`src/hdl/stack_watermark_scanner_top_macros.svh`:
```
// Assertion macros used by the stack watermark scanner top level.
// Depends on clk_i and rst_ni being visible where a macro is used.
`ifndef STACK_WATERMARK_SCANNER_TOP_MACROS_SVH
`define STACK_WATERMARK_SCANNER_TOP_MACROS_SVH

// Same-cycle implication, sampled on the rising clock, off during reset.
`define SWSC_ASSERT_IMP(lbl, ante, cons, msg) \
  lbl: assert property (@(posedge clk_i) disable iff (!rst_ni) (ante) |-> (cons)) \
    else $error(msg);

// Next-cycle implication, sampled on the rising clock, off during reset.
`define SWSC_ASSERT_NXT(lbl, ante, cons, msg) \
  lbl: assert property (@(posedge clk_i) disable iff (!rst_ni) (ante) |=> (cons)) \
    else $error(msg);

`endif

```
`src/hdl/swsc_pkg.sv`:
```
// Shared types and constants for the stack watermark scanner.
// No dependencies; imported by every module of the block.
`default_nettype none

package swsc_pkg;

  localparam int unsigned NumRegStacks = 3;
  localparam int unsigned AddrW        = 32;
  localparam int unsigned CntW         = 17;
  localparam int unsigned SelW         = 2;
  localparam int unsigned IdxW         = 3;
  localparam int unsigned PctScale     = 100;
  localparam int unsigned PctLimit     = 80;
  localparam int unsigned ProdW        = CntW + 7;

  // Configuration register indexes.
  localparam logic [IdxW-1:0] REG_MAIN_BASE  = 3'd0;
  localparam logic [IdxW-1:0] REG_MAIN_WORDS = 3'd1;
  localparam logic [IdxW-1:0] REG_IRQ_BASE   = 3'd2;
  localparam logic [IdxW-1:0] REG_IRQ_WORDS  = 3'd3;
  localparam logic [IdxW-1:0] REG_SUP_BASE   = 3'd4;
  localparam logic [IdxW-1:0] REG_SUP_WORDS  = 3'd5;

  localparam logic [CntW-1:0] WordsReset = 17'd1024;

  typedef enum logic [1:0] {
    EV_MATCH    = 2'd0,
    EV_MISMATCH = 2'd1,
    EV_CLEAN    = 2'd2
  } scan_event_e;

  // Configuration of one stack as seen by the compare logic.
  typedef struct packed {
    logic [AddrW-1:0] base;
    logic [CntW-1:0]  count;
  } stk_cfg_t;

  // Scan state of one stack.
  typedef struct packed {
    logic [CntW-1:0] pos;
    logic [CntW-1:0] used;
  } stk_state_t;

  // State write-back from the compare logic.
  typedef struct packed {
    logic            we;
    logic [SelW-1:0] sel;
    stk_state_t      state;
  } stk_upd_t;

  // One result item.
  typedef struct packed {
    logic [SelW-1:0]  stack_echo;
    logic [AddrW-1:0] next_address;
    logic [CntW-1:0]  used_words;
    scan_event_e      scan_event;
    logic             usage_alarm;
  } result_t;

endpackage

`default_nettype wire

```
`src/hdl/stack_watermark_scanner_top.sv`:
```
// Top level of the stack watermark scanner: stream ports, input and result
// registers. Depends on swsc_pkg, swsc_cfg_regs, swsc_state and swsc_eval.
`default_nettype none
`include "stack_watermark_scanner_top_macros.svh"

// The scanner checks painted stacks for their high-water mark. Each request
// names a stack and carries the memory word read at that stack's current scan
// address; the word is expected to equal the inverted byte address. A match
// advances the scan, a full clean pass reports used words of zero, and a
// mismatch reports used = count - position and raises the alarm when usage is at
// least eighty-one percent. Every request with a stack number of 0 to 2 yields
// exactly one result; other stack numbers are taken and dropped silently.
// Throughput is one request per clock while the master side takes results; a
// stalled master side holds the input register. A request waits in the input
// register, is evaluated and written to the result register, and the per-stack
// state is updated at the edge of that load, so a request for the same stack in
// the following cycle already sees the new position. The result is offered on
// the master side from the result register until it is taken.
// Configuration is written through cfg_we_i, cfg_idx_i and cfg_wdata_i and
// should only change while no request is in flight; scan state survives it.
module stack_watermark_scanner_top #(
  parameter int unsigned NUM_STACKS = 3,
  parameter int unsigned MAX_WORDS  = 65536
) (
  input  wire         clk_i,
  input  wire         rst_ni,
  // Slave side.
  input  wire         s_axis_tvalid,
  output logic        s_axis_tready,
  input  wire  [31:0] s_axis_tdata,   // [31:0] read_word
  input  wire  [1:0]  s_axis_tuser,   // [1:0] stack_select
  // Master side.
  output logic        m_axis_tvalid,
  input  wire         m_axis_tready,
  output logic [55:0] m_axis_tdata,   // [31:0] next_address, [48:32] used_words, rest zero
  output logic [4:0]  m_axis_tuser,   // [1:0] stack_echo, [3:2] scan_event, [4] usage_alarm
  // Configuration write port.
  input  wire         cfg_we_i,
  input  wire  [2:0]  cfg_idx_i,
  input  wire  [31:0] cfg_wdata_i
);
  import swsc_pkg::*;

  // Only stacks that have both registers and state are served.
  localparam int unsigned NumEnt = (NUM_STACKS < NumRegStacks) ? NUM_STACKS : NumRegStacks;

  // Input register.
  logic             in_vld_q, in_vld_d;
  logic [SelW-1:0]  in_sel_q;
  logic [AddrW-1:0] in_word_q;

  // Result register.
  logic    out_vld_q, out_vld_d;
  result_t out_q;

  logic       advance;
  logic       in_take;
  logic       sel_ok;
  stk_cfg_t   cur_cfg;
  stk_state_t cur_state;
  stk_upd_t   upd;
  stk_upd_t   upd_gated;
  result_t    res;

  // The input item moves into the result register when that is free or drained.
  assign advance       = in_vld_q && (!out_vld_q || m_axis_tready);
  assign s_axis_tready = !in_vld_q || advance;
  assign in_take       = s_axis_tvalid && s_axis_tready;
  assign sel_ok        = (32'(s_axis_tuser) < 32'(NumEnt));

  always_comb begin
    in_vld_d = in_vld_q;
    if (in_take) begin
      in_vld_d = sel_ok;
    end else if (advance) begin
      in_vld_d = 1'b0;
    end
    out_vld_d = out_vld_q;
    if (advance) begin
      out_vld_d = 1'b1;
    end else if (m_axis_tready) begin
      out_vld_d = 1'b0;
    end
  end

  always_ff @(posedge clk_i or negedge rst_ni) begin
    if (!rst_ni) begin
      in_vld_q  <= 1'b0;
      out_vld_q <= 1'b0;
    end else begin
      in_vld_q  <= in_vld_d;
      out_vld_q <= out_vld_d;
    end
  end

  always_ff @(posedge clk_i) begin
    if (in_take) begin
      in_sel_q  <= s_axis_tuser;
      in_word_q <= s_axis_tdata;
    end
    if (advance) begin
      out_q <= res;
    end
  end

  swsc_cfg_regs #(
    .MAX_WORDS (MAX_WORDS)
  ) u_cfg (
    .clk_i       (clk_i),
    .rst_ni      (rst_ni),
    .cfg_we_i    (cfg_we_i),
    .cfg_idx_i   (cfg_idx_i),
    .cfg_wdata_i (cfg_wdata_i),
    .sel_i       (in_sel_q),
    .cfg_o       (cur_cfg)
  );

  swsc_state #(
    .NUM_ENT (NumEnt)
  ) u_state (
    .clk_i   (clk_i),
    .rst_ni  (rst_ni),
    .sel_i   (in_sel_q),
    .state_o (cur_state),
    .upd_i   (upd_gated)
  );

  swsc_eval u_eval (
    .vld_i   (in_vld_q),
    .sel_i   (in_sel_q),
    .word_i  (in_word_q),
    .cfg_i   (cur_cfg),
    .state_i (cur_state),
    .res_o   (res),
    .upd_o   (upd)
  );

  // State is committed on the same edge as the result register load.
  always_comb begin
    upd_gated    = upd;
    upd_gated.we = upd.we && advance;
  end

  assign m_axis_tvalid = out_vld_q;
  assign m_axis_tdata  = {7'd0, out_q.used_words, out_q.next_address};
  assign m_axis_tuser  = {out_q.usage_alarm, out_q.scan_event, out_q.stack_echo};

  `SWSC_ASSERT_IMP(a_alarm_only_on_mismatch,
                   m_axis_tvalid && out_q.usage_alarm,
                   out_q.scan_event == EV_MISMATCH,
                   "usage alarm on a result that is not a mismatch")
  `SWSC_ASSERT_IMP(a_clean_has_no_usage,
                   m_axis_tvalid && (out_q.scan_event == EV_CLEAN),
                   out_q.used_words == '0,
                   "clean scan reports nonzero usage")
  `SWSC_ASSERT_IMP(a_mismatch_has_usage,
                   m_axis_tvalid && (out_q.scan_event == EV_MISMATCH),
                   out_q.used_words != '0,
                   "mismatch reports zero usage")
  `SWSC_ASSERT_NXT(a_held_item_kept,
                   in_vld_q && !advance,
                   in_vld_q && $stable(in_sel_q) && $stable(in_word_q),
                   "stalled input item lost or changed")
  `SWSC_ASSERT_IMP(a_state_write_with_load,
                   upd_gated.we,
                   advance && in_vld_q,
                   "state written without a result load")

endmodule

`default_nettype wire

```
`src/hdl/swsc_cfg_regs.sv`:
```
// Configuration registers: base address and word count of each stack.
// Depends on swsc_pkg; presents the selected stack's effective count.
`default_nettype none

module swsc_cfg_regs #(
  parameter int unsigned MAX_WORDS = 65536
) (
  input  wire                           clk_i,
  input  wire                           rst_ni,
  input  wire                           cfg_we_i,
  input  wire [swsc_pkg::IdxW-1:0]      cfg_idx_i,
  input  wire [swsc_pkg::AddrW-1:0]     cfg_wdata_i,
  input  wire [swsc_pkg::SelW-1:0]      sel_i,
  output swsc_pkg::stk_cfg_t            cfg_o
);
  import swsc_pkg::*;

  // Largest count a 17-bit register can express, capped by MAX_WORDS.
  localparam int unsigned CntMax = (1 << CntW) - 1;
  localparam int unsigned CapCnt = (MAX_WORDS < CntMax) ? MAX_WORDS : CntMax;

  logic [AddrW-1:0] base_q  [NumRegStacks];
  logic [CntW-1:0]  words_q [NumRegStacks];

  always_ff @(posedge clk_i or negedge rst_ni) begin
    if (!rst_ni) begin
      for (int i = 0; i < NumRegStacks; i++) begin
        base_q[i]  <= '0;
        words_q[i] <= WordsReset;
      end
    end else if (cfg_we_i) begin
      unique case (cfg_idx_i)
        REG_MAIN_BASE:  base_q[0]  <= cfg_wdata_i;
        REG_MAIN_WORDS: words_q[0] <= cfg_wdata_i[CntW-1:0];
        REG_IRQ_BASE:   base_q[1]  <= cfg_wdata_i;
        REG_IRQ_WORDS:  words_q[1] <= cfg_wdata_i[CntW-1:0];
        REG_SUP_BASE:   base_q[2]  <= cfg_wdata_i;
        REG_SUP_WORDS:  words_q[2] <= cfg_wdata_i[CntW-1:0];
        default: ;
      endcase
    end
  end

  logic [CntW-1:0] words_sel;

  always_comb begin
    cfg_o     = '0;
    words_sel = '0;
    for (int i = 0; i < NumRegStacks; i++) begin
      if (sel_i == SelW'(i)) begin
        cfg_o.base = base_q[i];
        words_sel  = words_q[i];
      end
    end
    // A count of zero acts as one word; anything above the cap is clamped.
    if (words_sel == '0) begin
      cfg_o.count = CntW'(1);
    end else if (32'(words_sel) > 32'(CapCnt)) begin
      cfg_o.count = CntW'(CapCnt);
    end else begin
      cfg_o.count = words_sel;
    end
  end

endmodule

`default_nettype wire

```
`src/hdl/swsc_state.sv`:
```
// Per-stack scan position and used-word count registers.
// Depends on swsc_pkg; one read port by stack number, one write-back port.
`default_nettype none

module swsc_state #(
  parameter int unsigned NUM_ENT = 3
) (
  input  wire                      clk_i,
  input  wire                      rst_ni,
  input  wire [swsc_pkg::SelW-1:0] sel_i,
  output swsc_pkg::stk_state_t     state_o,
  input  swsc_pkg::stk_upd_t       upd_i
);
  import swsc_pkg::*;

  stk_state_t state_q [NUM_ENT];

  always_ff @(posedge clk_i or negedge rst_ni) begin
    if (!rst_ni) begin
      for (int i = 0; i < NUM_ENT; i++) begin
        state_q[i] <= '0;
      end
    end else if (upd_i.we) begin
      for (int i = 0; i < NUM_ENT; i++) begin
        if (upd_i.sel == SelW'(i)) begin
          state_q[i] <= upd_i.state;
        end
      end
    end
  end

  always_comb begin
    state_o = '0;
    for (int i = 0; i < NUM_ENT; i++) begin
      if (sel_i == SelW'(i)) begin
        state_o = state_q[i];
      end
    end
  end

endmodule

`default_nettype wire

```
`src/hdl/swsc_eval.sv`:
```
// Compare logic: checks one painted word and computes the new scan state.
// Depends on swsc_pkg; purely combinational.
`default_nettype none

module swsc_eval (
  input  wire                       vld_i,
  input  wire [swsc_pkg::SelW-1:0]  sel_i,
  input  wire [swsc_pkg::AddrW-1:0] word_i,
  input  swsc_pkg::stk_cfg_t        cfg_i,
  input  swsc_pkg::stk_state_t      state_i,
  output swsc_pkg::result_t         res_o,
  output swsc_pkg::stk_upd_t        upd_o
);
  import swsc_pkg::*;

  logic [CntW-1:0]  pos0;
  logic [CntW-1:0]  pos_inc;
  logic [AddrW-1:0] expect_word;
  logic [ProdW-1:0] used_scaled;
  logic [ProdW-1:0] limit_scaled;
  stk_state_t       nxt;
  scan_event_e      ev;
  logic             alarm;

  always_comb begin
    // A position left beyond a lowered count restarts at word zero.
    pos0        = (state_i.pos >= cfg_i.count) ? '0 : state_i.pos;
    pos_inc     = pos0 + CntW'(1);
    expect_word = ~(cfg_i.base + {{(AddrW-CntW-2){1'b0}}, pos0, 2'b00});
    nxt         = state_i;
    ev          = EV_MATCH;
    alarm       = 1'b0;
    used_scaled  = '0;
    limit_scaled = '0;
    if (word_i == expect_word) begin
      if (pos_inc >= cfg_i.count) begin
        nxt.pos  = '0;
        nxt.used = '0;
        ev       = EV_CLEAN;
      end else begin
        nxt.pos = pos_inc;
      end
    end else begin
      nxt.used     = cfg_i.count - pos0;
      nxt.pos      = '0;
      ev           = EV_MISMATCH;
      // At least eighty-one percent, i.e. used*100 >= 81*count.
      used_scaled  = {7'd0, nxt.used} * ProdW'(PctScale);
      limit_scaled = {7'd0, cfg_i.count} * ProdW'(PctLimit + 1);
      alarm        = (used_scaled >= limit_scaled);
    end

    res_o.stack_echo   = sel_i;
    res_o.next_address = cfg_i.base + {{(AddrW-CntW-2){1'b0}}, nxt.pos, 2'b00};
    res_o.used_words   = nxt.used;
    res_o.scan_event   = ev;
    res_o.usage_alarm  = alarm;

    upd_o.we    = vld_i;
    upd_o.sel   = sel_i;
    upd_o.state = nxt;
  end

endmodule

`default_nettype wire

```
`config.mk`:
```
export PLATFORM = sky130hd
export DESIGN_NAME = stack_watermark_scanner_top
export DESIGN_NICKNAME = d
export VERILOG_FILES = /design/src/hdl/swsc_pkg.sv /design/src/hdl/stack_watermark_scanner_top.sv /design/src/hdl/swsc_cfg_regs.sv /design/src/hdl/swsc_state.sv /design/src/hdl/swsc_eval.sv
export VERILOG_INCLUDE_DIRS = /design/src /design/src/hdl
export SDC_FILE = /design/constraint.sdc
export NUM_CORES = 1
export LEC_CHECK = 0
export ABC_AREA = 0
export BUFFER_PORTS_ARGS = -buffer_cell sky130_fd_sc_hd__buf_2
export CAP_MARGIN = 10
export CORE_ASPECT_RATIO = 1.4
export CORE_MARGIN = 5
export CORE_UTILIZATION = 50
export CTS_BUF_LIST = sky130_fd_sc_hd__clkbuf_2
export CTS_CLUSTER_SIZE = 40
export DETAILED_ROUTE_END_ITERATION = 6
export HOLD_SLACK_MARGIN = 0.03
export PLACE_DENSITY = 0.79
export SLEW_MARGIN = 0
export SYNTH_ARGS = -nofsm -noshare
export SYNTH_HDL_FRONTEND = slang
export SYNTH_HIERARCHICAL = 1
export SYNTH_SLANG_ARGS = --single-unit
```
`constraint.sdc`:
```
create_clock -name clk_i -period 12.9 [get_ports clk_i]
set_input_delay 1.29 -clock clk_i [delete_from_list [all_inputs] [get_ports clk_i]]
set_output_delay 1.29 -clock clk_i [all_outputs]
set_load 0.05 [all_outputs]
```
### Yosys cells after proc, flatten, opt, wreduce, memory -nomap -nowiden

Index checks and enable logic that the tools add are counted.

* equal/unequal tests: 8
* bitwise logic cells: 1
* magnitude comparators: 5
* add/subtract/negate cells: 4
* multiply operators: 2
* muxes and demuxes: 20
* reduce and logical (&&, ||, !) cells: 21

Operators with widths (number)
* 17-bit two-way mux: 8
* 34-bit two-way mux: 4
* 32-bit two-way mux: 3
* 32-bit by 19-bit adder with 32-bit output: 2
* 17-bit greater-or-equal comparator: 2
* 32-bit equality test: 1
* 32-bit inverter: 1
* 24-bit greater-or-equal comparator: 1
* 17-bit by 7-bit multiplier with 24-bit output, second input constant: 1
* 17-bit by 5-bit multiplier with 22-bit output, second input constant: 1
* 2-bit AND reduction: 9
* 17-bit by 1-bit adder with 17-bit output, second input constant: 1
* 17-bit greater-than comparator, second input constant: 1
* 17-bit zero test: 1
* 17-bit subtractor: 1
* 3-bit by 2-bit equality test with 1-bit output, second input constant: 2
* 3-bit equality test, second input constant: 2
* 1-bit two-way mux: 4
* 2-bit nonzero test: 2
* 3-bit by 1-bit equality test with 1-bit output, second input constant: 1
* 1-bit logical AND: 3
* 3-bit zero test: 1
* 2-bit by 1-bit equality test with 1-bit output, second input constant: 1
* 2-bit equality test, second input constant: 1
* 5 further kinds: 7

* register bits after elaboration: 339
* output and inout port bits: 63
* bits of input ports: 74
* logic and storage cells: 82

### Depth between registers and ports, before layout

Gate-level depths: netlist (run 1).

* word-level depth: 14
* depth in mapped cells: 49

### Modules after synthesis

Netlist (run 1), hierarchy kept.

By module, submodules not included
* swsc_eval: sequential area each 0.0 um2, cells each 1207, instances 1, area an instance 9023.7 um2
* swsc_cfg_regs: sequential area each 3682.3 um2, cells each 490, instances 1, area an instance 6688.9 um2
* swsc_state: sequential area each 2552.4 um2, cells each 297, instances 1, area an instance 4524.3 um2
* stack_watermark_scanner_top: sequential area each 2692.6 um2, cells each 106, instances 1, area an instance 2816.5 um2

### Worst setup path after synthesis (run 1)

Ideal clock, no wire load.

* kind: flip-flop to flip-flop
* from: reg in_sel_q[0]
* to: reg out_q, in the netlist m_axis_tuser[4], data pin
* setup time: 126 ps
* setup slack: 2921 ps
* data arrival time: 9853 ps
* required time: 12774 ps
* cell stages (with the launch flop): 47
* buffers on the path: 3
* cells stage by stage: edfxtp_1 nor2b_1 buf_2 o2bb2ai_1 nor4_1 nand4_1 a21boi_0 inv_1 ha_1 a2111oi_0 o21a_1 o31ai_1 a31oi_1 o21ai_0 a21o_1 clkbuf_1 nor2_1 ha_1 [... 11 more ...] inv_1 ha_1 or2_2 a21oi_1 a21oi_1 a41o_1 nor4_1 nor4_1 nor3b_1 xnor2_1 ha_1 nand4_1 nor2_1 o21ai_0 a2111oi_0 nor2_1 nor3_1 buf_4

RTL lines
* start, declared: RTL line stack_watermark_scanner_top.sv:49 `logic [SelW-1:0] in_sel_q;`
* start signal, assigned: RTL line stack_watermark_scanner_top.sv:98 `in_sel_q <= s_axis_tuser;`
* end signal, assigned: RTL line stack_watermark_scanner_top.sv:102 `out_q <= res;`
* end, declared: RTL line stack_watermark_scanner_top.sv:54 `result_t out_q;`

==> run summary, run 1 <==
outcome -> finished, final reports clean
DIE HEIGHT -> 264 um
fin crit share -> 93.2%
Root Buffer -> clkbuf_2
worst hold path class -> in -> async
IO Port Bufs -> 129
largest net degree at the start of global routing -> 130
CP bufs+invs -> 7
WL final -> 62100 um
nets@finish -> 2597
die width -> 191 um
CP Data Required Time -> 13.70 ns
layout cells sized above 1 -> 26.2%
#FFs+latches synth -> 339
Seq/Total Area, Yosys -> 38.7%
drt pass-1 iters -> 5
core area -> 45800 um2
clk sinks -> 339
cell taking the most area after synthesis -> dfrtp_1
LEAKAGE -> 0.0121 uW
final setup vio count -> 0
hold violation count in the final report -> 0
Remaining DRCs -> 0
H-tree depth -> 3
fin. max-slew vios -> 0
Setup CP Type -> reg -> reg
GRT Util Overall -> 24.5%
Post-synth EDFFs -> 88
fillers -> 4001
HPWL Detailed -> 47600 um
Critical Path End Type -> flop
slew margin rel. -> 20.7%
crit path time final -> 12.02 ns
vias -> 17000
Synth Cell Area -> 23100 um2
Site Rows -> 93
TritonCTS clock tree -> done
top cells by area, synth -> dfrtp_1 27%, ha_1 13%, mux2_2 12%
pwr dens -> 229 nW/um2
peak supply drop -> 0.000300 V
Clk pin slew, worst setup/hold paths -> 0.10 ns
gpl congestion -> 1.01
clock skew -> 0.0813 ns
Main synth FF type -> dfrtp_1
die area -> 50600 um2
CP most frequent cell -> ha_1
Area Growth Syn to Fin -> 8.93%
Worst Max-Slew Pin Slew -> 1.18 ns
count leader, synth -> mux2_2
initial antenna violation count -> 4
Crit-path slowest cell -> a21boi_0
io pins -> 137
FFs w/ async S/R, synth -> 74.0%
Commonest cells post-synth -> 252 x mux2_2, 248 x dfrtp_1, 234 x ha_1
post-route cell area -> 25100 um2
DP Area -> 24200 um2
post-synth top area share -> 26.9%
setup TNS -> 0 ns
DR WL/cell -> 21.0 um
starting density of the core -> 50.3%
later-pin clock latency in the skew report -> 1.05 ns
first-pass GRT wire length -> 96800 um
Post-DRT Antenna Nets -> 0
maximum buffer depth of the clock tree -> 3
total gr overflow -> 0
cell family with most CP delay -> compound AO/OA/AOI/OAI gates
MaxCap Viol Count -> 0
total CTS buffers -> 82
fmax -> 83.2 MHz
CTS resizes -> 0
Syn Inst Count -> 2100
CP Max Fanout -> 49
vias per cell -> 5.74
slowest stage delay, CP -> 0.63 ns
vias in the first global route -> 17800
initial DRC count -> 950
Yosys cell types -> 84
crit path DAT -> 12.82 ns
RSZ-0062 raised after global routing -> no
CP startpoint kind -> flop
Yosys warnings -> 6
Mean Syn Cell Area -> 11.0 um2
==> layout by cell type, fill, tap and decap left out, types with 10 or more instances in the layout <==
| master | n |
|---|---|
| mux2_2 | 252 |
| dfrtp_1 | 248 |
| ha_1 | 234 |
| inv_1 | 162 |
| buf_2 | 128 |
| clkbuf_2 | 121 |
| nand2_1 | 116 |
| mux2i_1 | 102 |
| edfxtp_1 | 88 |
| nor2_1 | 82 |
| xnor2_1 | 77 |
| a21oi_1 | 75 |
| o21ai_0 | 72 |
| buf_4 | 55 |
| xor2_1 | 52 |
| o2bb2ai_1 | 50 |
| nand3_1 | 36 |
| a21o_1 | 32 |
| and3_1 | 30 |
| nor3_1 | 28 |
| fa_1 | 25 |
| clkinv_1 | 20 |
| o21a_1 | 17 |
| nor2b_1 | 16 |
| nand4_1 | 14 |
| nand2b_1 | 13 |
| a211oi_1 | 12 |
| nor4_1 | 10 |
| and2_1 | 10 |
==> state kept, by name, summed over array words and instances (netlist names) <==
register / flops
in_word_q: 32
m_axis_tuser: 5
u_state/state_q: 102
m_axis_tdata: 49
in_vld_q: 1
in_sel_q: 2
m_axis_tvalid: 1
u_cfg/base_q: 96
u_cfg/words_q: 51
==> through the flow <==
step | hold WS (ns) | util (%) | power, uW | instances | setup slack [ns]
finish | 0.350 | 54.8 | 5750 | 2952 | 0.880
detailed placement | 0.475 | 52.8 | 4990 | 2789 | 0.923
CTS | 0.317 | 54.6 | 5780 | 2941 | 0.752
floorplan | 0.457 | - | 4210 | 2106 | 2.92
global placement | 0.466 | 52.8 | 4830 | 2789 | 1.09
global route | 0.345 | 54.8 | 6310 | 2951 | 0.0532
==> worst paths after layout <==
kind / start / endpoint / slack (ns) / cells after the start
max: in_sel_q[0] / m_axis_tuser[4] / 0.88 / 45
min: rst_ni / u_cfg/base_q[12] / 0.35 / 1
max reg2reg: in_sel_q[0] / m_axis_tuser[4] / 0.88 / 45
min reg2reg: u_state/state_q[101] / u_state/state_q[101] / 0.50 / 1
max in group asynchronous: rst_ni / u_state/state_q[21] / 10.26 / 3
min in group clk_i: s_axis_tdata[1] / in_word_q[1] / 0.41 / 1
==> cells by family after synthesis <==
kind of cell             Yosys count  share of synthesized area (%)
adder cells (fa/ha/maj)          259                           14.9
buffers and inverters            273                           5.59
flip-flops                       339                           38.7
XOR/XNOR                         129                           4.90
multiplexers                     356                           16.8
other                              1                         0.0163
AO/OA/AOI/OAI                    349                           10.5
AND/OR/NAND/NOR                  394                           8.61
==> power breakdown <==
group | leakage (uW) | switching [uW] | internal [uW]
clock | 0.000601 | 443 | 315
sequential | 0.00398 | 108 | 1340
combinational | 0.00747 | 2010 | 1530
total | 0.0121 | 2560 | 3190
==> layer usage <==
layer / part of all wire (%) / wire length, um / GRT usage [%] / up-vias
met5: 0.053 / 33 / 0 / -
met4: 7.8 / 4820 / 16.7 / 4
met3: 4.2 / 2640 / 4.03 / 226
met2: 52 / 32300 / 44.0 / 532
met1: 36 / 22300 / 25.8 / 8294
li1: - / - / - / 7901
==> cell type report <==
type	instances	area, um2	share of cell area, %
Inverter	163	612	2.44
Timing Repair Buffer	184	1070	4.26
Clock buffer	121	606	2.41
Antenna cell	3	7.51	0.0299
Clock inverter	31	218	0.867
Multi-Input combinational cell	1494	12900	51.4
Tap cell	617	772	3.07
Sequential cell	339	8930	35.6
==> repair_timing <==
action | 4_1_cts | 5_1_grt
hold buffers | 0 | 0
endpoints found under the setup margin | 0 | 5
setup buffers | 0 | 8
Note: power is estimated with default switching activity, not from simulation.
==> run 2, diff against run 1 <==
PLACE_DENSITY = 0.81   (was 0.79)
clock period = 10.7 ns   (was 12.9 ns; I/O delays follow)
==> run summary, run 2 (synthesized netlist as in run 1, its figures left out) <==
gpl congestion -> 0.932
clock skew -> 0.121 ns
Reg power frac -> 25.0%
peak supply drop -> 0.000289 V
CP startpoint kind -> flop
WL met3 -> 2450 um
HPWL Detailed -> 45500 um
area taken by multi-input logic gates -> 13000 um2
Net Switching -> 3120 uW
Root Buffer -> clkbuf_2
clk sinks -> 339
CP Data Required Time -> 11.39 ns
pwr dens -> 277 nW/um2
die area -> 50600 um2
IO Port Bufs -> 129
maximum buffer depth of the clock tree -> 3
fin crit share -> 94.9%
Clock power frac -> 12.5%
worst hold endpoint -> in_word_q[1]
io pins -> 137
worst reg2reg setup slack -> 0.54 ns
Worst Max-Slew Pin Slew -> 1.17 ns
layout cells sized above 1 -> 27.4%
vias -> 17000
WL final -> 59800 um
fmax -> 98.5 MHz
later-pin clock latency in the skew report -> 1.00 ns
Post-DRT Antenna Nets -> 0
metal2 WL -> 31400 um
Area Growth Syn to Fin -> 9.95%
CP bufs+invs -> 10
crit path time final -> 10.16 ns
DRT met1 WL -> 21300 um
combinational share of power -> 62.5%
slew margin rel. -> 21.1%
Setup CP Type -> reg -> reg
Clk pin slew, worst setup/hold paths -> 0.13 ns
CP Max Fanout -> 21
LEAKAGE -> 0.0122 uW
initial DRC count -> 1034
largest net degree at the start of global routing -> 188
hold violation count in the final report -> 0
CP most frequent cell -> buf_4
Max Used Layer -> met5
RSZ-0062 raised after global routing -> no
DIE HEIGHT -> 264 um
crit path DAT -> 10.85 ns
nets@finish -> 2619
DR WL/cell -> 20.1 um
top flop regs -> u_state/state_q x102, u_cfg/base_q x96, u_cfg/words_q x51
sw frac -> 44.5%
cell family with most CP delay -> compound AO/OA/AOI/OAI gates
total CTS buffers -> 80
Largest register FFs -> 102
reg2reg path depth -> 46
GRT Util Overall -> 23.6%
Reg area -> 8930 um2
MaxCap Viol Count -> 0
DP Area -> 24500 um2
Internal Power -> 3890 uW
drt pass-1 iters -> 5
final core occ -> 55.3%
initial antenna violation count -> 2
outcome -> finished, final reports clean
Reg-to-Reg Start -> in_sel_q[1]
TritonCTS clock tree -> done
H-tree depth -> 3
slowest stage delay, CP -> 0.49 ns
Top reg by flops -> u_state/state_q
fillers -> 3981
leading cell type in the layout, fill and taps excluded -> mux2_2
fin. max-slew vios -> 0
Hold Path Origin -> s_axis_tdata[1]
Crit-path slowest cell -> fa_1
post-route cell area -> 25300 um2
first-pass GRT wire length -> 95200 um
worst hold path class -> in -> reg
Remaining DRCs -> 0
starting density of the core -> 50.3%
vias per cell -> 5.73
final setup vio count -> 0
total gr overflow -> 0
die width -> 191 um
worst reg2reg endpoint -> m_axis_tdata[28]
core area -> 45800 um2
Critical Path End Type -> flop
most frequent cells in the layout -> 252 x mux2_2, 248 x dfrtp_1, 234 x ha_1, 161 x inv_1, 128 x buf_2
Min-Delay Path Depth -> 1
Site Rows -> 93
vias in the first global route -> 18300
-- run 2: cell count changes in the layout (fill, tap and decap cells not counted), sizes merged --
cell         before  now
clkinv           25   22
dlygate4sd3       0    1
clkbuf          121  120
buf             184  207
clkinvlp          2    1
inv             164  165
bufinv            3    2
diode             3    1
-- run 2: layout make-up --
class | count | share of cell area, %
clock buffer | 120 | 2.37
multi-input combinational | 1494 | 51.1
inverter | 163 | 2.41
clock inverter | 27 | 0.696
timing repair buffer | 208 | 5.13
sequential | 339 | 35.2
antenna | 1 | 0.00987
tap | 617 | 3.05
-- run 2: per-layer routing --
layer | global-route usage, % | vias to the layer above
met2 | 42.9 | 536
met5 | 0 | -
met3 | 3.73 | 214
met4 | 16.4 | 2
li1 | - | 7941
met1 | 24.6 | 8327
-- run 2: per-stage QoR --
step                setup slack, ns  cells  setup TNS [ns]  hold slack, ns  power, uW
floorplan                     0.721   2106               0           0.457       5080
global placement              0.163   2817               0           0.467       5940
detailed placement          -0.0520   2817         -0.0937           0.479       6110
CTS                           0.113   2967               0           0.140       7030
global route                 0.0128   2969               0           0.180       7680
finish                        0.545   2969               0           0.254       7010
-- run 2: what timing repair did --
action / CTS / global route
endpoints found under the hold margin: 47 / 0
endpoints found under the setup margin: 6 / 16
resized for setup: 4 / 18
buffers inserted: 2 / 1
pin swaps: 1 / 3
hold buffers: 1 / 0
-- run 2: power groups by stage --
stage | logic, uW | clock network [uW] | registers [uW]
global route | 4920 | 984 | 1780
floorplan | 3220 | 0 | 1860
finish | 4380 | 877 | 1750
CTS | 4370 | 915 | 1750
global placement | 4180 | 0 | 1760
detailed placement | 4330 | 0 | 1780
-- run 2: worst max-delay path by stage --
stage	from	endpoint	slack [ns]	depth (start not counted)
floorplan	in_sel_q[0]	m_axis_tuser[4]	0.72	46
global placement	in_sel_q[1]	m_axis_tdata[28]	0.16	45
detailed placement	in_sel_q[1]	m_axis_tdata[28]	-0.05	45
CTS	in_sel_q[1]	m_axis_tdata[28]	0.11	46
global route	in_sel_q[1]	m_axis_tdata[26]	0.01	46
finish	in_sel_q[1]	m_axis_tdata[28]	0.54	46
